**src/rtl/ef3_pkg.sv**
```systemverilog
// ----------------------------------------------------------------------------
// ef3_pkg
// Shared types and constants of the 3x3 emboss filter.
// ----------------------------------------------------------------------------
package ef3_pkg;

  localparam int PIX_W    = 8;
  localparam int CFG_W    = 13;
  localparam int WIDTH_W  = 11;
  localparam int HEIGHT_W = 13;
  localparam int OROW_W   = 12;

  localparam logic [HEIGHT_W-1:0] MAX_HEIGHT = 13'd4096;

  // register indexes of the configuration port
  localparam logic REG_IMAGE_WIDTH  = 1'b0;
  localparam logic REG_IMAGE_HEIGHT = 1'b1;

  // item opcodes
  localparam logic OP_PIXEL = 1'b0;
  localparam logic OP_FLUSH = 1'b1;

  // control of the window stage, registered from the acceptance decision
  typedef struct packed {
    logic pix;       // shift window, write line stores
    logic emit;      // produce one result
    logic interior;  // result is not on the frame border
    logic last;      // final result of the frame
  } ef3_stage_t;

endpackage

```
**src/rtl/ef3_out_fifo.sv**
```systemverilog
// ----------------------------------------------------------------------------
// ef3_out_fifo
// Three-entry result queue; decouples the output handshake from the
// pipeline and grants input ready from registered state only.
// ----------------------------------------------------------------------------
module ef3_out_fifo (
  input  logic                          clk,
  input  logic                          rst,
  input  logic                          pending,
  input  logic                          push,
  input  logic [ef3_pkg::PIX_W-1:0]     push_pixel,
  input  logic                          push_last,
  output logic                          space,
  output logic                          out_valid,
  input  logic                          out_ready,
  output logic [ef3_pkg::PIX_W-1:0]     pixel_out,
  output logic                          frame_last
);

  localparam logic [2:0] DEPTH = 3'd3;

  logic [ef3_pkg::PIX_W-1:0] pix_q  [3];
  logic                      last_q [3];
  logic [1:0]                wr_ptr, rd_ptr, count;
  logic                      pop;

  assign pop        = out_valid && out_ready;
  assign out_valid  = count != 2'd0;
  assign pixel_out  = pix_q[rd_ptr];
  assign frame_last = last_q[rd_ptr];
  // one result may still come out of the window stage
  assign space      = ({1'b0, count} + {2'b0, pending}) < DEPTH;

  always_ff @(posedge clk) begin
    if (rst) begin
      wr_ptr <= '0;
      rd_ptr <= '0;
      count  <= '0;
    end else begin
      if (push) begin
        wr_ptr <= (wr_ptr == 2'd2) ? 2'd0 : wr_ptr + 2'd1;
      end
      if (pop) begin
        rd_ptr <= (rd_ptr == 2'd2) ? 2'd0 : rd_ptr + 2'd1;
      end
      count <= count + {1'b0, push} - {1'b0, pop};
    end
  end

  always_ff @(posedge clk) begin
    if (push) begin
      pix_q[wr_ptr]  <= push_pixel;
      last_q[wr_ptr] <= push_last;
    end
  end

endmodule

```
**config.mk**
```make
export PLATFORM = sky130hd
export DESIGN_NAME = ef3_out_fifo
export DESIGN_NICKNAME = d
export VERILOG_FILES = /design/src/rtl/ef3_pkg.sv /design/src/rtl/ef3_out_fifo.sv
export SDC_FILE = /design/constraint.sdc
export NUM_CORES = 1
export LEC_CHECK = 0
export ABC_AREA = 1
export BUFFER_PORTS_ARGS = -buffer_cell sky130_fd_sc_hd__buf_2
export CAP_MARGIN = 0
export CORE_ASPECT_RATIO = 1.75
export CORE_UTILIZATION = 53
export CTS_CLUSTER_DIAMETER = 80
export DETAILED_ROUTE_END_ITERATION = 7
export PLACE_DENSITY_LB_ADDON = 0.3
export SETUP_SLACK_MARGIN = 0.2
export SLEW_MARGIN = 20
export SYNTH_ARGS = -nofsm -noshare
export SYNTH_HDL_FRONTEND = slang
export SYNTH_SLANG_ARGS = --single-unit
```
**constraint.sdc**
```tcl
create_clock -name clk -period 1.71 [get_ports clk]
set_input_delay 0.342 -clock clk [delete_from_list [all_inputs] [get_ports clk]]
set_output_delay 0.342 -clock clk [all_outputs]
set_load 0.01 [all_outputs]
```
==> out/metrics.cfg, run 1 <==
[sta]
setup_violations=0
fmax_mhz=639
rsz0062_at_grt=true
slew_headroom_pct=71.9
post-route-period-util_pct=91.5
hold_viol_final=0
finalMaxSlewViolations=0
setup_tns_ns=0
tightest_slew_ns=0.422
period_minus_slack_ns=1.56
setup_ws_ns=0.145
finClkSkew_ns=0.00617

[grt]
grt_use_total_pct=22.3
grt_first_pass_wirelength_mm=4.22
grt_overflow_total=0
grt_pass1_vias=956
antenna_found_initial=0
grt_max_degree=12

[synth]
postSynthCellCount=118
yosys-top-cells-area=edfxtp_1, dfxtp_1, a21oi_1
synth.top_cells.by_count=edfxtp_1, a21oi_1, nor2_1, nand2_1, inv_1
yosys_warnings=0
syn_nets=135
yosys.area.top_type_share_pct=59.2
synth_ff_type=edfxtp_1
synth_edf_count=27
synth-seq-cells=35
syn_area_mm2=0.00137
yosysMostFrequentCell=edfxtp_1
yosys.area.top_type=edfxtp_1
synth_cell_types=15
yosysSeqAreaShare_pct=70.9
syn_area_per_cell_um2=11.6
async_flop_share_pct=0

[die]
boundaryPins=25
start_util_pct=55.6
dieArea_mm2=0.00280
dieHeight_um=69.2
die_w_um=40.4
core_area_mm2=0.00246
rows=24

[drt]
wl_per_cell_um=14.5
final_antenna_net_count=0
finalWirelength_mm=2.65
avgViaCountPerCell=5.22
drtIter0Drc=27
dr.pass1.iters=4
vias=950
drc=0

[worst_setup_path]
crit_path_frequent_cell=ha_4
critPathLaunchType=register
path_class=register to output pin
critPathMaxFanout=2
cp_slowest_cell=dfxtp_2
cp.arrival_ns=1.22
crit_chain=ha_4 > ha_4 > a21oi_2 > buf_2
worstPathRequired_ns=1.37
slowest_delay_ns=0.33
cp-end-kind=output pin

[clock_tree]
cts_buffers=5
cts_tree=done
path_clk_slew_ns=0.07
postCtsHoldBufs=0
insertion_delay_ns=0.29
clockBufferDepth=2
cts.sinks=35
cts_htree_levels=2
cts_root_buffer=clkbuf_8

[outcome]
outcome=complete, no violations

[min_path]
worstHoldPathType=input pin to register

[pwr]
power_density_mw_per_mm2=1040
power_leakage_uw=0.000710
p_total_uw=1830
worst_ir_drop_vdd_mv=0.695

[placed_design]
hpwl_mm=1.81
io_buffers=24
globalplace.congestion=0.607
dpl_worst_slack_ns=0.192

[job]
cap_viol_max_count=0

[layout]
nets=172
drive_above_1_share_pct=37.8
n_antenna_cell=0
syn2layout_area_growth_pct=28.2

-- per-layer routing --
metal / GRT usage (%) / vias to the layer above / wire length, µm
met5: 0 / - / 0
met4: 10.0 / 0 / 57
met3: 5.77 / 6 / 118
met2: 37.2 / 25 / 1390
met1: 24.5 / 441 / 1080
li1: - / 478 / -
-- worst paths after layout --
| check | startpoint | endpoint | slack [ns] | cells past startpoint |
|---|---|---|---|---|
| worst max-delay path | count[0] | space | 0.15 | 4 |
| worst min-delay path | rst | count[0] | 0.24 | 2 |
| worst max register to register | count[0] | count[1] | 0.26 | 9 |
| worst min register to register | wr_ptr[1] | wr_ptr[1] | 0.46 | 2 |
-- critical path, delay by kind of cell, from the launching register on --
kind                     cells  cell delay [ns]
buffers and inverters        1             0.13
flip-flops                   1             0.33
AO/OA/AOI/OAI                1             0.10
adder cells (fa/ha/maj)      2             0.36
-- metrics by stage --
stage	instances	hold slack, ns	util, %	area [µm²]
after floorplan	118	0.411	-	1370
after global placement	168	0.449	61.5	1510
after detailed placement	168	0.453	61.5	1510
after CTS	178	0.238	67.4	1660
after global routing	182	0.240	71.3	1760
final	182	0.244	71.3	1760
-- cell usage in the layout (no fill, tap or decap), drive strengths merged --
master and n:
o21a 1, nand2 17, a21oi 22, edfxtp 27
ha 3, nand3 6, nor3 1, inv 13
o21ai 1, buf 32, nor2 17, clkinv 2
dfxtp 8, clkbuf 6
-- power breakdown --
| part | total, µW | switching (µW) | internal [µW] | leakage (µW) |
|---|---|---|---|---|
| sequential | 992 | 29.9 | 962 | 0.000318 |
| combinational | 267 | 149 | 119 | 0.000350 |
| clock | 568 | 284 | 284 | 0.0000428 |
-- logic make-up (layout without fill, tap and decap cells) --
| group | Yosys count | after routing | share of synthesized area, % |
|---|---|---|---|
| compound gates | 24 | 24 | 8.96 |
| simple gates | 41 | 41 | 12.1 |
| buf+inv | 15 | 53 | 5.30 |
| fa+ha+maj | 3 | 3 | 2.74 |
| flops | 35 | 35 | 70.9 |
-- sequential cells by signal, summed over array words and instances, names as in the netlist, named ones only --
| signal | count |
|---|---|
| last_q | 3 |
| pix_q | 24 |
| count | 2 |
| rd_ptr | 2 |
| wr_ptr | 2 |
-- layout make-up --
| type | instances | area [µm²] |
|---|---|---|
| fillers | 175 | 707 |
| clock inverters | 2 | 12.5 |
| flip-flops and latches | 35 | 981 |
| inverters | 13 | 58.8 |
| well taps | 26 | 32.5 |
| repair buffers | 32 | 188 |
| multi-input cells | 68 | 410 |
| clock buffers | 6 | 72.6 |
-- what timing repair did --
action	4_1_cts	5_1_grt
setup endpoints to repair	10	10
buffers inserted	2	4
pin swaps	2	4
gates resized for setup	12	17
Note: power is estimated with default switching activity, not from simulation.
==> run 2: changes to the inputs <==
--- a/config.mk
+++ b/config.mk
@@ -9,6 +9,7 @@
 export BUFFER_PORTS_ARGS = -buffer_cell sky130_fd_sc_hd__buf_2
 export CAP_MARGIN = 0
 export CORE_ASPECT_RATIO = 1.75
+export CORE_MARGIN = 2
 export CORE_UTILIZATION = 53
 export CTS_CLUSTER_DIAMETER = 80
 export DETAILED_ROUTE_END_ITERATION = 7
==> out/metrics.cfg, run 2 (synthesis results as in run 1) <==
[drt]
drc=0  ; unchanged
avgViaCountPerCell=5.34  ; +2.4%
vias=962  ; +1.3%
finalWirelength_mm=2.61  ; -1.3%
dr.pass1.iters=4  ; unchanged
drtIter0Drc=30  ; +11%
final_antenna_net_count=0  ; unchanged
wl_per_cell_um=14.5  ; -0.23%

[grt]
grt_first_pass_wirelength_mm=4.45  ; +5.6%
antenna_found_initial=0  ; unchanged
grt_max_degree=11  ; -1
grt_pass1_vias=1033  ; +8.1%
grt_overflow_total=0  ; unchanged
grt_use_total_pct=20.4  ; -1.9 points

[job]
cap_viol_max_count=0  ; unchanged

[die]
rows=24  ; unchanged
start_util_pct=55.6  ; unchanged
core_area_mm2=0.00246  ; unchanged
die_w_um=42.4  ; +4.9%
dieHeight_um=71.2  ; +2.9%
dieArea_mm2=0.00302  ; +8.0%
boundaryPins=25  ; unchanged

[layout]
top_regs=pix_q (24), last_q (3)
largest_register=pix_q
final_cell_mix=edfxtp_1, buf_2, nor2_1
drive_above_1_share_pct=36.4  ; -1.5 points
final_util_pct=70.0  ; -1.3 points
syn2layout_area_growth_pct=25.9
n_fill_cell=174  ; -0.57%
largest_reg_flops=24  ; unchanged
layout_commonest_cell=edfxtp_1
n_antenna_cell=0  ; unchanged
nets=170  ; -1.2%

[pwr]
power_density_mw_per_mm2=1040  ; about the same
power_leakage_uw=0.000696  ; -2.1%
pwr-share-comb_pct=14.2  ; -0.4 points
worst_ir_drop_vdd_mv=0.878  ; +26%
p_seq_share_pct=55.3  ; +1.0 points
switching_share_pct=24.2  ; -1.1 points
p_total_uw=1790  ; -1.9%
clkPwrFrac_pct=30.5  ; -0.6 points
p_switching_uw=434  ; -6.1%
p_int_uw=1360  ; -0.45%

[sta]
tightest_slew_ns=0.417  ; -0.00443 ns
fmax_mhz=629  ; -1.6%
period_minus_slack_ns=1.59  ; +0.0249 ns
setup_violations=0  ; unchanged
finClkSkew_ns=0.00213  ; -0.00404 ns
post-route-period-util_pct=93.0  ; +1.5 points
rsz0062_at_grt=true
hold_viol_final=0  ; unchanged
setup_tns_ns=0  ; unchanged
finalMaxSlewViolations=0  ; unchanged
slew_headroom_pct=72.2  ; +0.30 points
setup_ws_ns=0.120  ; -0.0249 ns

[worst_setup_path]
critPathMaxFanout=2  ; unchanged
cp-end-kind=output pin
worstPathRequired_ns=1.37  ; about the same
cp.arrival_ns=1.25  ; +0.03 ns
path_class=register to output pin
critPathLaunchType=register

[placed_design]
io_buffers=24  ; unchanged
dpl_worst_slack_ns=0.181  ; -0.0114 ns
hpwl_mm=1.90  ; +5.2%
globalplace.congestion=0.693  ; +14%

[clock_tree]
cts_buffers=5  ; unchanged
cts.sinks=35  ; unchanged
cts_root_buffer=clkbuf_8
cts_htree_levels=2  ; unchanged
cts_tree=done
postCtsHoldBufs=0  ; unchanged
path_clk_slew_ns=0.06  ; about the same
clockBufferDepth=2  ; unchanged
insertion_delay_ns=0.28  ; about the same

[outcome]
outcome=complete, no violations

[min_path]
worstHoldPathType=input pin to register

-- run 2: cell types whose count changed in the layout (fill, tap and decap cells not counted), sizes merged --
cell / before / now
buf: 32 / 30
clkbuf: 6 / 7
inv: 13 / 12
-- run 2: cell type report --
type / count / area, µm² / area share [%]
clock buffer: 7 / 76.3 / 4.43
inverter: 13 / 56.3 / 3.27
multi-input combinational: 68 / 399 / 23.2
sequential: 35 / 981 / 56.9
tap: 26 / 32.5 / 1.89
timing repair buffer: 30 / 173 / 10.0
clock inverter: 1 / 5.00 / 0.290
-- run 2: final timing paths --
check,from,endpoint,slack [ns],depth (start not counted)
setup / recovery,count[0],space,0.12,4
hold / removal,rst,count[0],0.25,2
setup reg to reg,count[0],count[1],0.43,8
hold reg to reg,wr_ptr[1],wr_ptr[1],0.47,2
-- run 2: stage by stage --
stage	instance area [µm²]	hold slack (ns)	cells
final	1720	0.251	180
after global routing	1720	0.252	180
after CTS	1670	0.246	180
after detailed placement	1520	0.456	169
after global placement	1520	0.448	169
after floorplan	1370	0.411	118
-- run 2: power groups by stage --
stage	logic, µW	clock network [µW]	registers (µW)
2_1_floorplan	137	0	992
3_3_place_gp	205	0	999
3_5_place_dp	216	0	1000
4_1_cts	239	564	986
5_1_grt	285	610	994
6_report	255	547	991
-- run 2: per-layer routing --
metal  GRT usage, %  vias up  routed length, µm
met1           19.4      452                901
met3           5.54        8                123
met2           38.1       27               1520
met4           10.8        0                 73
li1               -      475                  -
met5              0        -                  0
-- run 2: repair_timing --
item,in CTS,in global routing
buffers inserted,3,0
resized for setup,11,14
pin swaps,2,3
setup endpoints to repair,10,10
-- run 2: worst max-delay path, cell delays in order, from the launching register on --
cell	delay, ns
dfxtp_2	0.34
ha_4	0.16
ha_4	0.21
a21oi_2	0.13
buf_2	0.14
