### src/rtl/ef3_pkg.sv
// ----------------------------------------------------------------------------
// ef3_pkg
// Shared types and constants of the 3x3 emboss filter.
// ----------------------------------------------------------------------------
package ef3_pkg;

  localparam int PIX_W    = 8;
  localparam int CFG_W    = 13;
  localparam int WIDTH_W  = 11;
  localparam int HEIGHT_W = 13;
  localparam int OROW_W   = 12;

  localparam logic [HEIGHT_W-1:0] MAX_HEIGHT = 13'd4096;

  // register indexes of the configuration port
  localparam logic REG_IMAGE_WIDTH  = 1'b0;
  localparam logic REG_IMAGE_HEIGHT = 1'b1;

  // item opcodes
  localparam logic OP_PIXEL = 1'b0;
  localparam logic OP_FLUSH = 1'b1;

  // control of the window stage, registered from the acceptance decision
  typedef struct packed {
    logic pix;       // shift window, write line stores
    logic emit;      // produce one result
    logic interior;  // result is not on the frame border
    logic last;      // final result of the frame
  } ef3_stage_t;

endpackage

### src/rtl/ef3_window.sv
// ----------------------------------------------------------------------------
// ef3_window
// Window stage: merges line store read data (with forwarding of the write
// in flight), shifts the 3x3 window, writes the stores back and computes
// the saturated emboss sum.
// ----------------------------------------------------------------------------
module ef3_window #(
  parameter int MAX_WIDTH = 1024
) (
  input  logic                              clk,
  input  logic                              rst,
  input  logic                              rd_en,
  input  logic [$clog2(MAX_WIDTH)-1:0]      rd_addr,
  input  ef3_pkg::ef3_stage_t               s1,
  input  logic [$clog2(MAX_WIDTH)-1:0]      s1_col,
  input  logic [ef3_pkg::PIX_W-1:0]         s1_px,
  input  logic [ef3_pkg::PIX_W-1:0]         up_rd_data,
  input  logic [ef3_pkg::PIX_W-1:0]         mid_rd_data,
  output logic                              wr_en,
  output logic [$clog2(MAX_WIDTH)-1:0]      wr_addr,
  output logic [ef3_pkg::PIX_W-1:0]         up_wr_data,
  output logic [ef3_pkg::PIX_W-1:0]         mid_wr_data,
  output logic                              push,
  output logic [ef3_pkg::PIX_W-1:0]         push_pixel,
  output logic                              push_last
);

  logic [8:0][ef3_pkg::PIX_W-1:0] win, win_next;
  logic                           fwd;
  logic [ef3_pkg::PIX_W-1:0]      fwd_up, fwd_mid;
  logic [ef3_pkg::PIX_W-1:0]      up_eff, mid_eff;

  function automatic logic [ef3_pkg::PIX_W-1:0] emboss(
    input logic [8:0][ef3_pkg::PIX_W-1:0] w
  );
    logic [10:0] pos;
    logic [10:0] neg;
    logic [10:0] diff;
    pos  = 11'(w[4]) + 11'(w[5]) + 11'(w[7]) + {2'b0, w[8], 1'b0};
    neg  = {2'b0, w[0], 1'b0} + 11'(w[1]) + 11'(w[3]);
    diff = pos - neg;
    if (neg >= pos) begin
      return '0;
    end else if (diff > 11'd255) begin
      return 8'd255;
    end else begin
      return diff[7:0];
    end
  endfunction

  // a read issued while the previous pixel writes the same column takes
  // the data being written
  assign up_eff  = fwd ? fwd_up  : up_rd_data;
  assign mid_eff = fwd ? fwd_mid : mid_rd_data;

  always_comb begin
    win_next = win;
    if (s1.pix) begin
      win_next[0] = win[1];
      win_next[1] = win[2];
      win_next[2] = up_eff;
      win_next[3] = win[4];
      win_next[4] = win[5];
      win_next[5] = mid_eff;
      win_next[6] = win[7];
      win_next[7] = win[8];
      win_next[8] = s1_px;
    end
  end

  assign wr_en       = s1.pix;
  assign wr_addr     = s1_col;
  assign up_wr_data  = mid_eff;
  assign mid_wr_data = s1_px;

  assign push       = s1.emit;
  assign push_pixel = s1.interior ? emboss(win_next) : '0;
  assign push_last  = s1.last;

  always_ff @(posedge clk) begin
    if (rst) begin
      win <= '0;
      fwd <= 1'b0;
    end else begin
      win <= win_next;
      if (rd_en) begin
        fwd <= s1.pix && (s1_col == rd_addr);
      end
    end
  end

  always_ff @(posedge clk) begin
    if (rd_en) begin
      fwd_up  <= mid_eff;
      fwd_mid <= s1_px;
    end
  end

endmodule

### config.mk
export PLATFORM = sky130hd
export DESIGN_NAME = ef3_window
export DESIGN_NICKNAME = d
export VERILOG_FILES = /design/src/rtl/ef3_pkg.sv /design/src/rtl/ef3_window.sv
export SDC_FILE = /design/constraint.sdc
export NUM_CORES = 1
export LEC_CHECK = 0
export ABC_AREA = 1
export BUFFER_PORTS_ARGS = -buffer_cell sky130_fd_sc_hd__buf_2
export CAP_MARGIN = 20
export CORE_ASPECT_RATIO = 1.75
export CORE_MARGIN = 4
export CORE_UTILIZATION = 43
export CTS_BUF_LIST = sky130_fd_sc_hd__clkbuf_8
export DETAILED_ROUTE_END_ITERATION = 16
export SLEW_MARGIN = 30
export SYNTH_ARGS = -nofsm -noshare
export SYNTH_HDL_FRONTEND = slang
export SYNTH_SLANG_ARGS = --single-unit
### constraint.sdc
create_clock -name clk -period 7.6 [get_ports clk]
set_clock_uncertainty 0.1 [all_clocks]
set_input_delay 1.14 -clock clk [delete_from_list [all_inputs] [get_ports clk]]
set_output_delay 1.14 -clock clk [all_outputs]
set_load 0.05 [all_outputs]
==> results of run 1 <==
[metal layers]
| layer | wire [um] | track usage [%] | vias to the layer above |
|---|---|---|---|
| li1 | - | - | 2217 |
| met1 | 4897 | 19.41 | 1938 |
| met2 | 6826 | 35.47 | 86 |
| met3 | 404 | 2.816 | 20 |
| met4 | 250 | 6.136 | 0 |
| met5 | 0 | 0 | - |
[per-stage QoR]
stage	hold slack (ns)	utilization, %	std cells	power, W	instance area (um^2)
5_1_grt	0.3900	49.23	868	0.002027	5733
3_5_place_dp	0.3585	47.56	852	0.001578	5539
3_3_place_gp	0.3551	47.54	852	0.001570	5537
6_report	0.3695	49.23	868	0.001877	5733
4_1_cts	0.3718	49.23	868	0.001898	5733
2_1_floorplan	0.3482	-	671	0.001353	5142
[cells in the final DEF, fill, tap and decap left out, drive strengths merged]
| master | synthesis | layout |
|---|---|---|
| o211ai | 10 | 10 |
| buf | 32 | 89 |
| mux2i | 8 | 8 |
| dfxtp | 65 | 65 |
| bufinv | 0 | 1 |
| nand2 | 215 | 215 |
| a21boi | 1 | 1 |
| ha | 27 | 27 |
| nor3 | 1 | 1 |
| xnor2 | 12 | 12 |
| o2111a | 1 | 1 |
| clkbuf | 11 | 9 |
| nand4 | 4 | 4 |
| o21ai | 18 | 18 |
| nand3 | 21 | 21 |
| nor2 | 56 | 56 |
| nand3b | 1 | 1 |
| a31oi | 1 | 1 |
| fa | 25 | 25 |
| xor2 | 10 | 10 |
| a22o | 1 | 1 |
| a21oi | 51 | 51 |
| or2 | 2 | 2 |
| inv | 78 | 81 |
| o22ai | 2 | 2 |
| edfxtp | 16 | 16 |
| o21bai | 2 | 2 |
| clkinv | 0 | 3 |
[where the power goes]
| group | total, W | switching [W] | leakage, nW | internal, W |
|---|---|---|---|---|
| clock network | 0.000312 | 0.000160 | 0.107 | 0.000152 |
| registers | 0.000469 | 0.00000813 | 0.690 | 0.000461 |
| logic | 0.00110 | 0.000739 | 2.20 | 0.000357 |
| total | 0.00188 | 0.000907 | 2.99 | 0.000970 |
[sequential cells by signal (all words and copies together), names as in the netlist]
signal   cells
fwd_up       8
fwd_mid      8
fwd          1
win         64
[final cells by class]
class / count / share of cell area [%]
multi-input combinational: 469 / 49.19
sequential: 81 / 31.08
timing repair buffer: 89 / 8.293
inverter: 78 / 5.107
tap: 135 / 2.946
clock buffer: 9 / 2.161
clock inverter: 7 / 1.222
[logic make-up (layout without fill, tap and decap cells)]
logic type	after synthesis	count (layout)	share of synthesized area (%)
muxes	8	8	1.557
buffers and inverters	121	183	10.51
xor gates and xnor gates	22	22	3.747
DFF	81	81	34.65
and+or+nand+nor	300	300	23.87
AOI/OAI and AO/OA	87	87	9.367
adders and majority gates	52	52	16.30
[tightest hold or removal path, cell delays in order (launching register included)]
cell	delay, ns
dfxtp_1	0.30
nand2_1	0.07
a21oi_1	0.06
[worst max-delay path by stage]
stage | to | slack, ns | depth (start not counted)
2_1_floorplan | push_pixel[2] | 0.73 | 23
3_3_place_gp | push_pixel[4] | 0.69 | 24
3_5_place_dp | push_pixel[1] | 0.56 | 24
4_1_cts | push_pixel[1] | 0.55 | 24
5_1_grt | push_pixel[6] | 0.17 | 24
6_report | push_pixel[1] | 0.59 | 24
==> run metrics, run 1 <==
crit path DAT=5.77 ns; RR Endpoint=win[44]; top post-synthesis cells by area=dfxtp_1 25%, nand2_1 15%, fa_1 9.7%, edfxtp_1 9.3%, ha_1 6.6%; Clock Latency Late Sink=0.36 ns; Total Routing Usage GR=18.20%; worst hold stages=2; vias=4,261; CTS resizes=0; Finish-stage setup viols=0; Final Max Slew Viols=0; antenna-violating nets left=0; post-synthesis sequential area ratio=34.65%; chip width=90.67 um; CP Max Fanout=18; diode count=0; share of layout cells above drive strength 1=16.23%; Syn. warnings=0; cell area after synthesis=5142 um^2; ys async rst share=0%; Final Cycle Share=92.23%; EDFF count, synth=16; clk sink count=81; largest net degree at the start of global routing=75; Synth Register Bits=81; pre-CTS setup slack=0.5649 ns; dominant cell by count in the synthesized netlist=nand2_1; Hold Startpoint=win[26]; Max Clk Rate=0.1427 GHz; Die H=152.7 um; Sequential Area=1782 um^2; CTS tree=built; Max stage delay on crit path=0.55 ns; Reg2Reg Setup Slack=6.21 ns; Clock Pin Slew Worst Setup and Hold Paths=0.08 ns; initial antenna violation count=0; H-tree Lvls=3; Synth top area share=25.30%; # rows=52; CP Class=input port to primary output; CP required=6.36 ns; reg2reg path depth=5; area leader, netlist=dfxtp_1; Buffers & Inverters on Critical Path=6; Pleak=2.992 nW; pwr/cell area=327.3 nW/um^2; Main synth FF type=dfxtp_1; total wire length=12,380 um; Num CTS Buffers=9; Fin. Hold Viols=0; number of global-route vias before repair=4,273; WL/cell=14.26 um; Least-Margin Pin Slew=0.6241 ns; max-cap violation count=0; final setup TNS=0 ns; RSZ-0062 raised after global routing=no; Critical Path Source=s1[3]; CTS Buffer Depth=2; Initial DRT Pass Iterations=4; Worst VDD drop=0.0001601 V; Initial Utilization=44.16%; Cell variety after synth=36; cell mode on critical path=inv_1; DP HPWL=9920 um; Cells after Synth=671; GRT overflow=0; # Post-CTS Setup Buffers=0; Fillers=1,148; Final min period=7.010 ns; cts hold-fix bufs=0; final layout net count=831; hold worst-path end=win[26]; worst-path cell chain=buf_2, inv_1, o21ai_0, fa_1, inv_1, fa_1, ha_1, inv_1, fa_1, nand3b_1, nand2_1, a31oi_1, xnor2_1, ha_1, nand2_1, inv_1, a21oi_1, nand3_2, nand2_2, nand2_1, nand3_4, nor2_1, nor2_1, buf_2; CP Capture Type=primary output; Die Footprint=13,840 um^2; relative slew slack=58.40%; Critical Path Source Type=input port; syn_nets=774; via-per-instance ratio=4.909; gp weighted congestion=0.8451; Initial DRC Count=180; I/O pin cnt=88; Mapped Avg Cell Area=7.664 um^2; synthesis-to-layout area growth=11.48%; area occupied by multi-input gates=2820 um^2; critical path's top delay family=adder cells; core footprint=11,650 um^2; top cells by count, synth=209 x nand2_1, 77 x inv_1, 65 x dfxtp_1, 53 x nor2_1, 51 x a21oi_1; status=finished, final reports clean; drt drc=0; first-pass GRT wire length=20,130 um; Root Driver=clkbuf_8; fin worst setup slack=0.5903 ns; reg-to-reg startpoint=fwd; input/output buffers=83; class of the worst hold path=flip-flop to flip-flop; Slowest-stage cell, CP=fa_1
(Power assumes the default switching activity.)
==> run 2: changes to the inputs <==
Settings changed: BUFFER_PORTS_ARGS -buffer_cell sky130_fd_sc_hd__buf_2 to default, DONT_BUFFER_PORTS from default to 1.
==> run 2 against run 1 <==
  * Die area unchanged
  * First-iteration DRC count shrank 31%
  * Maximum frequency about the same
  * Power rose by 1.6%
  * Worst setup slack better by 0.0041 ns
  * Cell area shrank 5.8%
  * Routed wire length fell by 6.5%
  * Combinational power shrank 4%
==> run metrics, run 2 (synthesis results as in run 1) <==
status=finished, final reports clean; Die Footprint=13,840 um^2 (unchanged); H-tree Lvls=3 (unchanged); Critical Path Source Type=input port; Initial DRC Count=125 (-31%); Finish-stage setup viols=0 (unchanged); Num CTS Buffers=9 (unchanged); share of layout cells above drive strength 1=6.545% (-9.7 points); Worst VDD drop=0.0001754 V (+9.6%); CP required=6.36 ns (about the same); antenna-violating nets left=0 (unchanged); number of global-route vias before repair=4,139 (-3.1%); CP Class=input port to primary output; largest net degree at the start of global routing=76 (+1.3%); chip width=90.67 um (unchanged); Least-Margin Pin Slew=0.7392 ns (+0.1151 ns); class of the worst hold path=flip-flop to flip-flop; Final Max Slew Viols=0 (unchanged); Final Cycle Share=92.18% (about the same); final core occ=46.39% (-2.8 points); CTS tree=built; vias=4,030 (-5.4%); # rows=52 (unchanged); Pleak=2.708 nW (-9.5%); WL/cell=14.62 um (+2.5%); Biggest register=win; CP Capture Type=primary output; # Post-CTS Setup Buffers=0 (unchanged); pwr/cell area=353.0 nW/um^2 (+7.8%); top flop regs=win (64), fwd_mid (8), fwd_up (8); gp weighted congestion=0.7782 (-7.9%); CP Max Fanout=75 (+57); Final min period=7.006 ns (-0.004118 ns); Total Routing Usage GR=17.32% (-0.88 points); Fillers=1,156 (+0.70%); Initial DRT Pass Iterations=5 (+1); DP HPWL=9322 um (-6.0%); Initial Utilization=44.16% (unchanged); max reg flops=64 (unchanged); power consumption=0.001907 W (+1.6%); Die H=152.7 um (unchanged); core footprint=11,650 um^2 (unchanged); diode count=0 (unchanged); relative slew slack=50.67% (-7.7 points); via-per-instance ratio=5.088 (+3.7%); clk sink count=81 (unchanged); cts hold-fix bufs=0 (unchanged); most frequent cells in the layout=209 x nand2_1, 78 x inv_1, 65 x dfxtp_1; Clock Latency Late Sink=0.36 ns (about the same); final setup TNS=0 ns (unchanged); Clock Pin Slew Worst Setup and Hold Paths=0.08 ns (about the same); Fin. Hold Viols=0 (unchanged); input/output buffers=0 (-100%); most common cell after layout, fill and taps aside=nand2_1; initial antenna violation count=0 (unchanged); GRT overflow=0 (unchanged); CTS resizes=0 (unchanged); drt drc=0 (unchanged); total wire length=11,580 um (-6.5%); Max Clk Rate=0.1427 GHz (about the same); final layout net count=755 (-9.1%); crit path DAT=5.77 ns (about the same); max-cap violation count=0 (unchanged); first-pass GRT wire length=19,220 um (-4.5%); I/O pin cnt=88 (unchanged); CTS Buffer Depth=2 (unchanged); RSZ-0062 raised after global routing=no; Root Driver=clkbuf_8; synthesis-to-layout area growth=5.061%
run 2: through the flow:
| step | cell area [um^2] | setup slack (ns) | cells | hold slack [ns] |
|---|---|---|---|---|
| 3_5_place_dp | 5161 | 0.6380 | 776 | 0.3536 |
| 5_1_grt | 5403 | 0.05215 | 792 | 0.3829 |
| 4_1_cts | 5403 | 0.5708 | 792 | 0.3659 |
| 2_1_floorplan | 5142 | 0.7315 | 671 | 0.3482 |
| 3_3_place_gp | 5161 | 0.7297 | 776 | 0.3494 |
| 6_report | 5403 | 0.5944 | 792 | 0.3686 |
run 2: path summary, 6_finish.rpt:
check | start | to | slack, ns | cells past startpoint
hold / removal | win[0] | win[0] | 0.37 | 2
setup / recovery | s1[3] | push_pixel[1] | 0.59 | 23
hold reg to reg | win[0] | win[0] | 0.37 | 2
setup reg to reg | fwd | win[46] | 5.29 | 5
run 2: area by class of cell:
class	count	area, um^2	area share (%)
repair buffers	13	97.59	1.806
flip-flops and latches	81	1782	32.98
well taps	135	168.9	3.126
inverters	78	292.8	5.419
clock inverters	7	117.6	2.177
clock buffers	9	123.9	2.293
multi-input cells	469	2820	52.20
run 2: metal layers:
layer	routed length, um	part of all wire [%]	GRT usage, %
met5	0	0	0
met1	4358	38	17.55
met4	481	4.2	8.766
met2	6291	54	32.60
met3	444	3.8	3.755
run 2: where the power goes:
part,total (W),internal (W),switching (W)
clock network,0.000380,0.000219,0.000161
registers,0.000469,0.000461,0.00000854
logic,0.00106,0.000367,0.000690
run 2: critical path, stage by stage:
cell and delay [ns]:
inv_1 0.56, o21ai_0 0.29, fa_1 0.55, inv_1 0.05, fa_1 0.52, ha_1 0.17, inv_1 0.05, fa_1 0.38
nand3b_1 0.17, nand2_1 0.12, a31oi_1 0.11, xnor2_1 0.15, ha_1 0.36, nand2_1 0.11, inv_1 0.04, a21oi_1 0.21
nand3_2 0.10, nand2_2 0.07, nand2_1 0.08, nand3_4 0.13, nor2_1 0.06, nor2_1 0.08, buf_4 0.20
==> run 3: changes to the inputs <==
Settings changed: PLACE_DENSITY from default to 0.62, REMOVE_ABC_BUFFERS from default to 1.
==> run 3 against run 2 <==
  * Worst hold slack worse by 0.0031 ns
  * Critical path depth up 2
  * Routed wire length down 9.3%
  * Sequential share of layout area down 0.099 points
==> run metrics, run 3 (synthesis results as in run 1) <==
status=finished, final reports clean; Die H=152.7 um (unchanged); RSZ-0062 raised after global routing=no; CP Capture Type=primary output; Pleak=2.708 nW (about the same); diode count=0 (unchanged); number of global-route vias before repair=4,090 (-1.2%); first-pass GRT wire length=18,030 um (-6.2%); top flop regs=win (64), fwd_mid (8), fwd_up (8); vias=3,967 (-1.6%); WL/cell=13.28 um (-9.2%); Fin. Hold Viols=0 (unchanged); Biggest register=win; Clock Pin Slew Worst Setup and Hold Paths=0.08 ns (about the same); synthesis-to-layout area growth=5.377%; share of layout cells above drive strength 1=6.555% (+0.010 points); max reg flops=64 (unchanged); drt drc=0 (unchanged); initial antenna violation count=0 (unchanged); final setup TNS=0 ns (unchanged); Initial Utilization=44.16% (unchanged); gp weighted congestion=0.8157 (+4.8%); Initial DRT Pass Iterations=5 (unchanged); Worst VDD drop=0.0001263 V (-28%); antenna-violating nets left=0 (unchanged); largest net degree at the start of global routing=76 (unchanged); chip width=90.67 um (unchanged); core footprint=11,650 um^2 (unchanged); # rows=52 (unchanged); DP HPWL=7954 um (-15%); most frequent cells in the layout=209 x nand2_1, 77 x inv_1, 65 x dfxtp_1; CP required=6.36 ns (about the same); CTS Buffer Depth=2 (unchanged); pwr/cell area=354.5 nW/um^2 (+0.43%); final layout net count=754 (-0.13%); class of the worst hold path=flip-flop to flip-flop; cts hold-fix bufs=0 (unchanged); Total Routing Usage GR=15.85% (-1.5 points); Initial DRC Count=142 (+14%); power consumption=0.001921 W (+0.73%); Least-Margin Pin Slew=0.5530 ns (-0.1862 ns); total wire length=10,500 um (-9.3%); Clock Latency Late Sink=0.36 ns (about the same); input/output buffers=0 (unchanged); met2 Use GR=29.35% (-3.3 points); met3 usage=2.569% (-1.2 points); Num CTS Buffers=9 (unchanged); Fillers=1,146 (-0.87%); met1 Use GR=17.65% (+0.098 points); I/O pin cnt=88 (unchanged); Final Max Slew Viols=0 (unchanged); CP Class=input port to primary output; Final Cycle Share=88.76% (-3.4 points); clk sink count=81 (unchanged); relative slew slack=63.04% (+12 points); Die Footprint=13,840 um^2 (unchanged); CTS tree=built; CP Max Fanout=75 (unchanged); most common cell after layout, fill and taps aside=nand2_1; via-per-instance ratio=5.015 (-1.4%); Max Clk Rate=0.1482 GHz (+3.9%); H-tree Lvls=3 (unchanged); max-cap violation count=0 (unchanged); CTS resizes=0 (unchanged); # Post-CTS Setup Buffers=0 (unchanged); Finish-stage setup viols=0 (unchanged); Reg2Reg Setup Slack=5.86 ns (+0.57 ns); crit path DAT=5.51 ns (-0.26 ns); Critical Path Source Type=input port; Root Driver=clkbuf_8; Final min period=6.745 ns (-0.2601 ns); GRT overflow=0 (unchanged); busiest grt layer=met2
run 3: cell types whose count changed in the layout (fill, tap and decap cells not counted):
| cell | delta |
|---|---|
| clkinv_2 | +1 |
| bufinv_16 | +1 |
| inv_1 | -1 |
| inv_4 | -1 |
| buf_4 | -1 |
| clkinv_4 | -1 |
| clkinvlp_4 | +1 |
run 3: final timing paths:
kind	from	to	depth (start not counted)
setup / recovery	s1[3]	push_pixel[2]	25
hold / removal	win[3]	win[3]	2
setup reg to reg	fwd	win[45]	5
hold reg to reg	win[3]	win[3]	2
run 3: worst max-delay path, cell delays in order:
cell	delay [ns]
inv_1	0.15
buf_4	0.41
o21ai_0	0.24
fa_1	0.55
inv_1	0.05
fa_1	0.46
ha_1	0.36
a21oi_1	0.16
nand2_1	0.11
a21oi_1	0.14
nor2_1	0.05
nor2_1	0.11
xnor2_1	0.08
ha_1	0.35
nand2_1	0.14
inv_1	0.05
a21oi_1	0.19
nand2_1	0.08
nand2_1	0.06
nand2_1	0.04
inv_1	0.09
nand3_4	0.12
nor2_1	0.11
nor2_1	0.05
buf_4	0.18
run 3: final cells by class:
type                    count  area [um^2]  area share (%)
clock inverters             7        141.4           2.609
clock buffers               9        123.9           2.286
multi-input cells         469         2820           52.04
well taps                 135        168.9           3.117
inverters                  78        292.8           5.403
flip-flops and latches     81         1782           32.88
repair buffers             12        90.09           1.662
run 3: metal layers:
layer	wire (um)	part of all wire (%)	up-vias
met4	221	2.1	0
met1	4299	41	1818
met3	334	3.2	17
met5	0	0	-
li1	-	-	2057
met2	5646	54	75
run 3: power breakdown:
part           internal (W)  switching [W]
sequential         0.000461     0.00000791
clock              0.000252       0.000162
combinational      0.000365       0.000673
total               0.00108       0.000843
run 3: metrics by stage:
step	cell area (um^2)	setup WS (ns)	hold WS, ns	instances	utilization [%]
after global routing	5419	0.4061	0.3893	791	46.53
after detailed placement	5154	0.8338	0.3550	775	44.25
after floorplan	4895	0.4109	0.3416	628	-
after global placement	5154	0.9518	0.3497	775	44.25
final	5419	0.8545	0.3656	791	46.53
after CTS	5419	0.8249	0.3675	791	46.53
