<file path="src/rtl/ef3_pkg.sv">
// ----------------------------------------------------------------------------
// ef3_pkg
// Shared types and constants of the 3x3 emboss filter.
// ----------------------------------------------------------------------------
package ef3_pkg;

  localparam int PIX_W    = 8;
  localparam int CFG_W    = 13;
  localparam int WIDTH_W  = 11;
  localparam int HEIGHT_W = 13;
  localparam int OROW_W   = 12;

  localparam logic [HEIGHT_W-1:0] MAX_HEIGHT = 13'd4096;

  // register indexes of the configuration port
  localparam logic REG_IMAGE_WIDTH  = 1'b0;
  localparam logic REG_IMAGE_HEIGHT = 1'b1;

  // item opcodes
  localparam logic OP_PIXEL = 1'b0;
  localparam logic OP_FLUSH = 1'b1;

  // control of the window stage, registered from the acceptance decision
  typedef struct packed {
    logic pix;       // shift window, write line stores
    logic emit;      // produce one result
    logic interior;  // result is not on the frame border
    logic last;      // final result of the frame
  } ef3_stage_t;

endpackage

</file>
<file path="src/rtl/ef3_ctrl.sv">
// ----------------------------------------------------------------------------
// ef3_ctrl
// Configuration registers, input and output raster counters, emit decision
// and line store read issue.
// ----------------------------------------------------------------------------
module ef3_ctrl #(
  parameter int MAX_WIDTH = 1024
) (
  input  logic                              clk,
  input  logic                              rst,
  input  logic                              cfg_write,
  input  logic                              cfg_index,
  input  logic [ef3_pkg::CFG_W-1:0]         cfg_data,
  input  logic                              accept,
  input  logic                              op,
  input  logic [ef3_pkg::PIX_W-1:0]         pixel_in,
  output logic                              rd_en,
  output logic [$clog2(MAX_WIDTH)-1:0]      rd_addr,
  output ef3_pkg::ef3_stage_t               s1,
  output logic [$clog2(MAX_WIDTH)-1:0]      s1_col,
  output logic [ef3_pkg::PIX_W-1:0]         s1_px
);

  localparam int CW = $clog2(MAX_WIDTH);
  localparam int WB = $clog2(MAX_WIDTH + 1);
  localparam int DB = $clog2(MAX_WIDTH + 3);
  localparam int HW = ef3_pkg::HEIGHT_W;

  logic [ef3_pkg::WIDTH_W-1:0]  image_width;
  logic [HW-1:0]                image_height;
  logic [CW-1:0]                in_col, in_col_next;
  logic [HW-1:0]                in_row, in_row_next;
  logic [DB-1:0]                lag, lag_next;
  logic [CW-1:0]                out_col, out_col_next;
  logic [ef3_pkg::OROW_W-1:0]   out_row, out_row_next;

  logic [WB-1:0] eff_w;
  logic [HW-1:0] eff_h;
  logic          complete, is_pixel, col_last, emit;
  logic          out_last_col, interior, frame_end;
  ef3_pkg::ef3_stage_t stage;

  always_comb begin
    if (image_width == '0) begin
      eff_w = WB'(1);
    end else if (32'(image_width) > 32'(MAX_WIDTH)) begin
      eff_w = WB'(MAX_WIDTH);
    end else begin
      eff_w = WB'(image_width);
    end
    if (image_height == '0) begin
      eff_h = HW'(1);
    end else if (image_height > ef3_pkg::MAX_HEIGHT) begin
      eff_h = ef3_pkg::MAX_HEIGHT;
    end else begin
      eff_h = image_height;
    end
  end

  always_comb begin
    complete     = in_row >= eff_h;
    is_pixel     = (op == ef3_pkg::OP_PIXEL) && !complete;
    col_last     = (WB'(in_col) + WB'(1)) == eff_w;
    // lag counts pixels received but not yet output
    emit         = is_pixel ? (lag >= DB'(eff_w) + DB'(1)) : complete;
    out_last_col = (WB'(out_col) + WB'(1)) == eff_w;
    frame_end    = out_last_col && ((HW'(out_row) + HW'(1)) == eff_h);
    interior     = (out_row != '0) && ((HW'(out_row) + HW'(1)) < eff_h) &&
                   (out_col != '0) && ((WB'(out_col) + WB'(1)) < eff_w);
  end

  always_comb begin
    in_col_next  = in_col;
    in_row_next  = in_row;
    lag_next     = lag;
    out_col_next = out_col;
    out_row_next = out_row;
    if (cfg_write) begin
      in_col_next  = '0;
      in_row_next  = '0;
      lag_next     = '0;
      out_col_next = '0;
      out_row_next = '0;
    end else if (accept) begin
      if (is_pixel) begin
        if (col_last) begin
          in_col_next = '0;
          in_row_next = in_row + HW'(1);
        end else begin
          in_col_next = in_col + CW'(1);
        end
        if (!emit) begin
          lag_next = lag + DB'(1);
        end
      end else if (emit) begin
        lag_next = lag - DB'(1);
      end
      if (emit) begin
        if (frame_end) begin
          in_col_next  = '0;
          in_row_next  = '0;
          lag_next     = '0;
          out_col_next = '0;
          out_row_next = '0;
        end else if (out_last_col) begin
          out_col_next = '0;
          out_row_next = out_row + ef3_pkg::OROW_W'(1);
        end else begin
          out_col_next = out_col + CW'(1);
        end
      end
    end
  end

  always_comb begin
    stage.pix      = accept && is_pixel;
    stage.emit     = accept && emit;
    stage.interior = interior;
    stage.last     = frame_end;
  end

  assign rd_en   = accept && is_pixel;
  assign rd_addr = in_col;

  always_ff @(posedge clk) begin
    if (rst) begin
      image_width  <= ef3_pkg::WIDTH_W'(256);
      image_height <= HW'(256);
      in_col       <= '0;
      in_row       <= '0;
      lag          <= '0;
      out_col      <= '0;
      out_row      <= '0;
      s1           <= '0;
    end else begin
      if (cfg_write) begin
        unique case (cfg_index)
          ef3_pkg::REG_IMAGE_WIDTH:  image_width  <= cfg_data[ef3_pkg::WIDTH_W-1:0];
          ef3_pkg::REG_IMAGE_HEIGHT: image_height <= cfg_data;
        endcase
      end
      in_col  <= in_col_next;
      in_row  <= in_row_next;
      lag     <= lag_next;
      out_col <= out_col_next;
      out_row <= out_row_next;
      s1      <= stage;
    end
  end

  always_ff @(posedge clk) begin
    if (accept) begin
      s1_col <= in_col;
      s1_px  <= pixel_in;
    end
  end

endmodule

</file>
<file path="config.mk">
export PLATFORM = sky130hd
export DESIGN_NAME = ef3_ctrl
export DESIGN_NICKNAME = d
export VERILOG_FILES = /design/src/rtl/ef3_pkg.sv /design/src/rtl/ef3_ctrl.sv
export SDC_FILE = /design/constraint.sdc
export NUM_CORES = 1
export LEC_CHECK = 0
export ABC_AREA = 1
export BUFFER_PORTS_ARGS = -buffer_cell sky130_fd_sc_hd__buf_2
export CORE_MARGIN = 2
export CORE_UTILIZATION = 65
export CTS_CLUSTER_DIAMETER = 80
export CTS_CLUSTER_SIZE = 10
export DETAILED_ROUTE_END_ITERATION = 8
export PLACE_DENSITY = 0.84
export RECOVER_POWER = 25
export SLEW_MARGIN = 10
export SYNTH_ARGS = -nofsm -noshare
export SYNTH_HDL_FRONTEND = slang
export SYNTH_SLANG_ARGS = --single-unit
</file>
<file path="constraint.sdc">
create_clock -name clk -period 6.2 [get_ports clk]
set_input_delay 0.31 -clock clk [delete_from_list [all_inputs] [get_ports clk]]
set_output_delay 0.31 -clock clk [all_outputs]
set_load 0.05 [all_outputs]
</file>
==> results of run 1 <==
==> per-layer routing <==
metal	part of all wire, %	up-vias	GRT usage (%)
met3	5.6	44	5.566
li1	-	3178	-
met4	2.9	0	12.10
met5	0	-	0
met2	47	186	51.66
met1	44	2884	40.39
==> cell type report <==
type | instances | area [sq um] | share of cell area [%]
timing repair buffer | 61 | 307.8 | 4.231
clock inverter | 7 | 88.84 | 1.221
sequential | 102 | 2222 | 30.55
clock buffer | 9 | 123.9 | 1.703
multi-input combinational | 701 | 3964 | 54.49
tap | 136 | 170.2 | 2.339
inverter | 106 | 397.9 | 5.470
==> registers in the layout (all words and copies together), names as in the netlist <==
name and count:
s1_px 8, out_row 12, lag 11, rd_addr 10
image_height 13, out_col 10, image_width 11, in_row 13
s1_col 10, s1 4
==> worst paths after layout <==
kind	startpoint	to	slack, ps	cells past startpoint
worst max-delay path	image_width[4]	out_col[8]	1610	24
worst min-delay path	pixel_in[4]	s1_px[4]	90	1
worst max register to register	image_width[4]	out_col[8]	1610	24
worst min register to register	out_row[1]	out_row[1]	500	2
==> logic make-up (layout without fill, tap and decap cells) <==
kind of cell / Yosys count / in the layout / share of synthesized area, %
XOR/XNOR: 30 / 30 / 3.927
AO/OA/AOI/OAI: 143 / 143 / 12.33
buffers and inverters: 128 / 183 / 7.537
flip-flops: 102 / 102 / 33.21
AND/OR/NAND/NOR: 473 / 473 / 32.71
adder cells (fa/ha/maj): 55 / 55 / 10.29
==> where the power goes <==
group          switching [W]  internal (W)
Sequential         0.0000199      0.000696
Combinational       0.000194     0.0000819
Clock               0.000263      0.000197
Total               0.000477      0.000975
==> through the flow <==
step,setup slack (ps),instances
detailed placement,1865,1106
global route,1157,1122
global placement,2012,1106
finish,1614,1122
CTS,1759,1122
floorplan,2659,931
==> layout by cell type, fill, tap and decap left out, types with 3 or more instances in the layout <==
| master | synthesis | final |
|---|---|---|
| nand2_1 | 200 | 200 |
| nor2_1 | 120 | 120 |
| inv_1 | 98 | 98 |
| dfxtp_1 | 84 | 84 |
| nand3_1 | 57 | 57 |
| buf_2 | 7 | 57 |
| a21oi_1 | 56 | 56 |
| ha_1 | 55 | 55 |
| o21ai_0 | 52 | 52 |
| xor2_1 | 24 | 24 |
| nand4_1 | 22 | 22 |
| edfxtp_1 | 18 | 18 |
| nor3_1 | 15 | 15 |
| nand2_2 | 14 | 14 |
| nor2_2 | 9 | 9 |
| a21oi_2 | 9 | 9 |
| clkbuf_8 | 0 | 9 |
| nor4_1 | 7 | 7 |
| nand3_2 | 7 | 7 |
| xnor2_1 | 6 | 6 |
| nor2_4 | 5 | 5 |
| nand3b_1 | 5 | 5 |
| inv_2 | 5 | 5 |
| a22oi_1 | 5 | 5 |
| o21ai_1 | 4 | 4 |
| clkinv_1 | 3 | 3 |
| inv_6 | 0 | 3 |
==> critical path, stage by stage, from the launching register on <==
cell and delay, ps:
dfxtp_1 390, nor2_1 140, nand3_2 100, o21ai_4 280, nand2_1 190, inv_1 90, ha_1 170, nand2_1 60
nor2_1 200, nand3_1 140, nor2_1 110, inv_1 60, nor2_1 140, a31oi_1 110, ha_1 310, nand2_1 90
nor2_1 160, nand3_1 100, nand4_1 220, nand2_1 80, nand2_1 270, nand2_1 340, nor2_2 510, nand2_1 100
a21oi_1 150
==> flow_summary.yaml, run 1 <==
status:
  status: "finished with violations"
  violations: "capacitance limit, slew limit"
yosys:
  synth_area_leaders: "dfxtp_1, nand2_1, ha_1"
  synth_edf_count: 18
  avgSynthCellArea_sq_um: 7.186
  syn_nets: 1013
  synth_top_cell_area_share_pct: 25.14
  syn_inst: 931
  ys_seq_elements: 102
  synth_ff_type: "dfxtp_1"
  ys_seq_area_share_pct: 33.21
  ys_async_sr_fraction_pct: 0
  synth_commonest_cells: "nand2_1, nor2_1, inv_1"
  synth.distinct_cells: 49
  netlist_area_sq_mm: 0.006690
  yosysMostFrequentCell: "nand2_1"
  yosys_warnings: 0
  synth_area_leader_cell: "dfxtp_1"
sta:
  hold_viol_final: 0
  tightest_slew_ps: 1869
  finalCriticalPeriod_ps: 4586
  finalMaxSlewViolations: 37
  final-setup-viol-count: 0
  fin_worst_skew_ps: 18.18
  min_period_over_period_pct: 73.97
  whs_ps: 93.68
  rsz0062_at_grt: "false"
  fmax_mhz: 218.1
  relSlewSlack_pct: -24.63
  setup_tns_ps: 0
clock_network:
  cts.clk_slew.worst_paths_ps: 100
  cts_tree: "yes"
  cts_hold_buf: 0
  cts_buffers: 9
  cts.sinks: 102
  postCtsSetupBuffers: 0
  cts_buffer_depth: 2
  cts_resized: 0
  cts_root_buffer: "clkbuf_8"
  insertion_delay_ps: 390
  cts_max_level: 3
job:
  max-cap-violations: 1
final_layout:
  design_area_sq_mm: 0.007274
  syn2layout_area_growth_pct: 8.734
  finish.utilization_pct: 71.75
  final_layout_size_suffix_gt1_share_pct: 13.89
  n_antenna_cell: 0
  fill_cells: 891
  nets: 1063
place:
  placed_cell_area_sq_mm: 0.007064
  place_congestion: 0.9381
  hpwl_um: 13040
  portBuffers: 59
power:
  power_density_mw_per_mm2: 199.6
  p_leak_nw: 3.127
  peakVddDrop_uv: 164.6
  finalPower_w: 0.001452
route:
  routed_via_density: 5.608
  drt_iter0_markers: 411
  antenna_left: 0
  drc: 0
  wl_per_cell_um: 14.97
  vias: 6292
  finalWirelength_um: 16800
  drt-pass1-iter-count: 5
critical_path:
  crit_type: "reg2reg"
  end_kind: "flop"
  critPathLaunchType: "flop"
  cp_data_arrival_time_ps: 4900
  worstPathMaxFanout: 12
  worstPathRequired_ps: 6520
worst_hold_path:
  worstHoldPathType: "in2reg"
floorplan:
  rows: 37
  io-pin-count: 60
  die_h_um: 105.5
  start_util_pct: 65.99
  core_sq_mm: 0.01014
  fp.dieW_um: 105.5
  die_area_sq_mm: 0.01112
global_route:
  grt_max_degree: 37
  gr-usage-all-layers_pct: 31.18
  grt_antenna_before_repair: 0
  grt_pass1_vias: 5814
  grt_first_pass_wirelength_um: 27630
  grt_overflow_total: 0
Power figures use the tool's default switching activity.
==> inputs of run 2 (changes only) <==
Settings changed: CORE_UTILIZATION 65 to 61, PLACE_DENSITY 0.84 to 0.79.
Clock period 6.2 ns to 4.35 ns, I/O delays scaled along.
==> flow_summary.yaml, run 2 (same netlist as run 1, synthesis figures left out) <==
sta:
  finalMaxSlewViolations: 0
  layout_setup_ws_ps: 328.3
  rsz0062_at_grt: "false"
  relSlewSlack_pct: 22.99
  fin_worst_skew_ps: 18.79
  min_period_over_period_pct: 92.45
  whs_ps: 18.29
  tightest_slew_ps: 1154
  final-setup-viol-count: 0
  hold_viol_final: 0
  fmax_mhz: 248.6
  setup_tns_ps: 0
  finalCriticalPeriod_ps: 4022
critical_path:
  crit_slowest_cell: "dfxtp_1"
  crit_buf_inv: 3
  reg2reg_to: "lag[1]"
  ff2ff_setup_slack_ps: 330
  reg2reg_depth: 25
  cpPeakStageDelay_ps: 380
  end_kind: "flop"
  r2r-start: "image_width[3]"
  crit_end: "lag[1]"
  worstPathMaxFanout: 10
  cp-startpoint: "image_width[3]"
  cp_num_cells: 25
  crit_type: "reg2reg"
  crit_family: "simple AND/OR/NAND/NOR gates"
  cp_data_arrival_time_ps: 4210
  worstPathRequired_ps: 4540
  critPathLaunchType: "flop"
power:
  power_density_mw_per_mm2: 280.2
  intPower_w: 0.001449
  switchingPower_w: 0.0006180
  peakVddDrop_uv: 176.7
  pwr-share-seq_pct: 49.3
  p_sw_share_pct: 29.90
  combPwrFrac_pct: 19.1
  p_leak_nw: 3.169
  clockPowerShare_pct: 31.6
floorplan:
  core_sq_mm: 0.01079
  die_area_sq_mm: 0.01182
  fp.dieW_um: 108.7
  rows: 38
  io-pin-count: 60
  die_h_um: 108.7
  start_util_pct: 61.99
final_layout:
  n_antenna_cell: 0
  final_layout_size_suffix_gt1_share_pct: 14.50
  fill_cells: 942
  nets: 1071
  final_cell_mix: "nand2_1, nor2_1, inv_1, dfxtp_1, buf_2"
  syn2layout_area_growth_pct: 10.25
  top_regs: "image_height x13, in_row x13, out_row x12"
  mostFrequentLayoutCell: "nand2_1"
  finish.utilization_pct: 68.34
global_route:
  gr-usage-all-layers_pct: 27.01
  grt_first_pass_wirelength_um: 25210
  grt_overflow_total: 0
  grt_max_degree: 37
  grt_pass1_vias: 5197
  grt_antenna_before_repair: 0
place:
  preCtsSetupSlack_ps: 204.5
  place_congestion: 0.9635
  hpwl_um: 12290
  portBuffers: 59
clock_network:
  cts_buffer_depth: 2
  cts.clk_slew.worst_paths_ps: 100
  cts_tree: "yes"
  cts_max_level: 3
  insertion_delay_ps: 370
  cts_buffers: 9
  cts_root_buffer: "clkbuf_8"
  cts.sinks: 102
route:
  drt-pass1-iter-count: 5
  finalWirelength_um: 15830
  antenna_left: 0
  drt_iter0_markers: 379
  drc: 0
  routed_via_density: 5.422
  wl_per_cell_um: 13.97
  vias: 6143
job:
  max-cap-violations: 0
worst_hold_path:
  worstHoldPathType: "in2reg"
status:
  status: "finished clean"
-- run 2: cell count changes in the layout (fill, tap and decap cells not counted), moves of 2 or more --
cell / delta
inv_4: +2
inv_6: -3
dlygate4sd3_1: +2
clkbuf_16: +2
buf_4: +5
-- run 2: what timing repair did --
| item | CTS | global route |
|---|---|---|
| hold buffers | 2 | 0 |
| endpoints found under the hold margin | 2 | 0 |
| setup endpoints to repair | 0 | 49 |
| resized for setup | 0 | 6 |
| buffers inserted | 0 | 2 |
-- run 2: per-layer routing --
metal	share of wire, %	vias to the layer above	GRT usage [%]
met2	46	180	44.51
li1	-	3202	-
met4	1.6	0	7.051
met3	5.7	17	3.586
met1	46	2744	37.37
met5	0	-	0
-- run 2: worst min path at each step --
| stage | slack [ps] | start | depth (start not counted) | to |
|---|---|---|---|---|
| 2_1_floorplan | 290 | rst | 1 | s1[0] |
| 3_3_place_gp | 390 | pixel_in[0] | 1 | s1_px[0] |
| 3_5_place_dp | 400 | pixel_in[0] | 1 | s1_px[0] |
| 4_1_cts | 2 | pixel_in[6] | 1 | s1_px[6] |
| 5_1_grt | 6 | pixel_in[6] | 1 | s1_px[6] |
| 6_report | 20 | pixel_in[6] | 1 | s1_px[6] |
-- run 2: power by group through the flow --
| stage | Clock [W] | Sequential [W] | Combinational (W) |
|---|---|---|---|
| after floorplan | 0 | 0.00108 | 0.000245 |
| after global placement | 0 | 0.00104 | 0.000380 |
| after detailed placement | 0 | 0.00104 | 0.000385 |
| after CTS | 0.000667 | 0.00102 | 0.000390 |
| after global routing | 0.000696 | 0.00102 | 0.000436 |
| final | 0.000653 | 0.00102 | 0.000395 |
-- run 2: area by class of cell --
type	instances	area, sq um	area share [%]
clock inverters	2	36.28	0.4919
flip-flops and latches	102	2222	30.13
inverters	106	400.4	5.428
clock buffers	13	181.4	2.460
well taps	140	175.2	2.375
multi-input cells	701	3974	53.88
repair buffers	69	386.6	5.242
-- run 2: worst register-to-register path: stages, from the launching register on --
cell	delay, ps
dfxtp_1	380
nor2_1	150
nand3_2	110
o21ai_4	300
nand2_1	200
inv_1	90
ha_1	180
nand2_1	70
nor2_1	180
nand3_1	110
nor2_1	100
inv_1	60
nor2_1	140
a31oi_1	100
ha_1	310
nand2_1	80
nor2_1	140
nand3_1	90
nand4_1	110
nand2_1	80
nand2_2	200
nand3_1	150
nand2_1	210
inv_2	120
o21ai_0	90
a21oi_1	90
-- run 2: per-stage QoR --
| stage | total power [W] | instance area, sq um | cells |
|---|---|---|---|
| finish | 0.002067 | 7376 | 1133 |
| CTS | 0.002076 | 7337 | 1131 |
| floorplan | 0.001325 | 6690 | 931 |
| detailed placement | 0.001426 | 7099 | 1114 |
| global placement | 0.001419 | 7099 | 1114 |
| global route | 0.002156 | 7376 | 1133 |
==> inputs of run 3 (changes only) <==
Settings changed: CORE_UTILIZATION 61 to 55, PLACE_DENSITY 0.79 to 0.76.
Clock period 4.35 ns to 3.6 ns, I/O delays scaled along.
==> flow_summary.yaml, run 3 (same netlist as run 1, synthesis figures left out) <==
status:
  status: "finished clean"
power:
  p_leak_nw: 3.395
  power_density_mw_per_mm2: 346.0
  finalPower_w: 0.002735
  peakVddDrop_uv: 223.8
sta:
  fin_worst_skew_ps: 8.716
  min_period_over_period_pct: 99.65
  finalMaxSlewViolations: 0
  tightest_slew_ps: 621.7
  hold_viol_final: 0
  final-setup-viol-count: 0
  rsz0062_at_grt: "true"
  layout_setup_ws_ps: 12.45
  fmax_mhz: 278.7
  whs_ps: 16.02
  finalCriticalPeriod_ps: 3588
  relSlewSlack_pct: 58.51
clock_network:
  cts.clk_slew.worst_paths_ps: 70
  cts.sinks: 102
  insertion_delay_ps: 350
  cts_tree: "yes"
  cts_buffers: 9
  cts_max_level: 3
  cts_root_buffer: "clkbuf_16"
  cts_buffer_depth: 2
route:
  wl_per_cell_um: 14.10
  antenna_left: 0
  m1WireLength_um: 7420
  vias: 6347
  top_layer: "met4"
  drt-pass1-iter-count: 5
  drt_iter0_markers: 444
  route.met3.wl_um: 905
  finalWirelength_um: 16470
  drc: 0
  dr_wl_met2_um: 7796
  routed_via_density: 5.434
critical_path:
  cp-startpoint: "image_width[1]"
  end_kind: "flop"
  crit_slowest_cell: "o32ai_1"
  cpPeakStageDelay_ps: 380
  reg2reg_depth: 20
  crit_path_frequent_cell: "buf_4"
  cp_data_arrival_time_ps: 3840
  ff2ff_setup_slack_ps: 10
  crit_type: "reg2reg"
  worstPathMaxFanout: 4
  reg2reg_to: "lag[4]"
  critPathLaunchType: "flop"
  cp_cell_sequence: "nor2_4, nand3_2, o21ai_4, nand2_2, buf_4, nor3_4, nand3_2, nor3_4, buf_4, xor2_2, ha_1, nand2_1, nor2_2, nand3_1, nand4_1, buf_4, o32ai_1, nand3_1, nand2_1, nor2_1"
  r2r-start: "image_width[1]"
  crit_end: "lag[4]"
  worstPathRequired_ps: 3850
final_layout:
  finish.utilization_pct: 66.09
  fill_cells: 1051
  nets: 1098
  seqCellArea_sq_mm: 0.002238
  syn2layout_area_growth_pct: 18.16
  top_regs: "image_height x13, in_row x13, out_row x12"
  final_layout_size_suffix_gt1_share_pct: 20.96
  mostFrequentLayoutCell: "nand2_1"
  final_cell_mix: "nand2_1, nor2_1, inv_1, dfxtp_1, buf_2"
  fin_cells: 1168
  multiInputGateArea_sq_mm: 0.004151
  n_antenna_cell: 0
place:
  preCtsSetupSlack_ps: -93.56
  portBuffers: 59
  dp_cells: 1140
  place_congestion: 0.9128
  hpwl_um: 12430
floorplan:
  io-pin-count: 60
  rows: 40
  fp.dieW_um: 114.3
  die_area_sq_mm: 0.01306
  start_util_pct: 55.93
  die_h_um: 114.3
  core_sq_mm: 0.01196
global_route:
  grt_antenna_before_repair: 0
  gr-usage-all-layers_pct: 25.59
  grt_pass1_vias: 5438
  grt_max_degree: 36
  grt_first_pass_wirelength_um: 26470
  grt_overflow_total: 0
job:
  max-cap-violations: 0
worst_hold_path:
  hp-start: "pixel_in[5]"
  worstHoldPathType: "in2reg"
run 3: worst min path at each step:
| stage | to | cells past startpoint |
|---|---|---|
| floorplan | s1[0] | 1 |
| global placement | s1_px[6] | 1 |
| detailed placement | s1_px[2] | 1 |
| CTS | s1_px[5] | 1 |
| global route | s1_px[5] | 1 |
| finish | s1_px[5] | 1 |
run 3: layout make-up:
cell class | count | share of cell area [%]
multi-input cells | 701 | 52.52
clock buffers | 12 | 3.387
flip-flops and latches | 102 | 28.32
repair buffers | 96 | 7.961
clock inverters | 4 | 0.3640
inverters | 106 | 5.128
well taps | 147 | 2.327
run 3: metrics by stage:
step | area [sq um] | setup TNS [ps]
6_report | 7905 | 0
5_1_grt | 7905 | -7618
4_1_cts | 7640 | 0
3_5_place_dp | 7263 | -783.8
3_3_place_gp | 7263 | 0
2_1_floorplan | 6690 | 0
run 3: worst max-delay path, delay by kind of cell (launching register included):
kind | cells | cell delay [ps]
buffers and inverters | 3 | 550
XOR/XNOR | 1 | 170
AO/OA/AOI/OAI | 2 | 590
adder cells (fa/ha/maj) | 1 | 280
flip-flops | 1 | 360
AND/OR/NAND/NOR | 13 | 1520
run 3: metal layers:
| layer | vias to the layer above | track usage [%] |
|---|---|---|
| met5 | - | 0 |
| met4 | 0 | 8.049 |
| met3 | 31 | 5.082 |
| met2 | 188 | 42.14 |
| met1 | 2869 | 33.93 |
| li1 | 3259 | - |
run 3: where the power goes:
part           total (W)  internal (W)  switching, W
Clock           0.000963      0.000530      0.000433
Combinational   0.000542      0.000185      0.000357
Sequential       0.00123       0.00120     0.0000318
Total            0.00273       0.00191      0.000822
run 3: what timing repair did:
action                                  CTS  global route
endpoints found under the setup margin   29            57
hold buffers                              7             0
gates resized for setup                   5            71
cloned                                    0             1
hold endpoints to repair                  7             0
pin swaps                                 0            26
setup buffers                             0             4
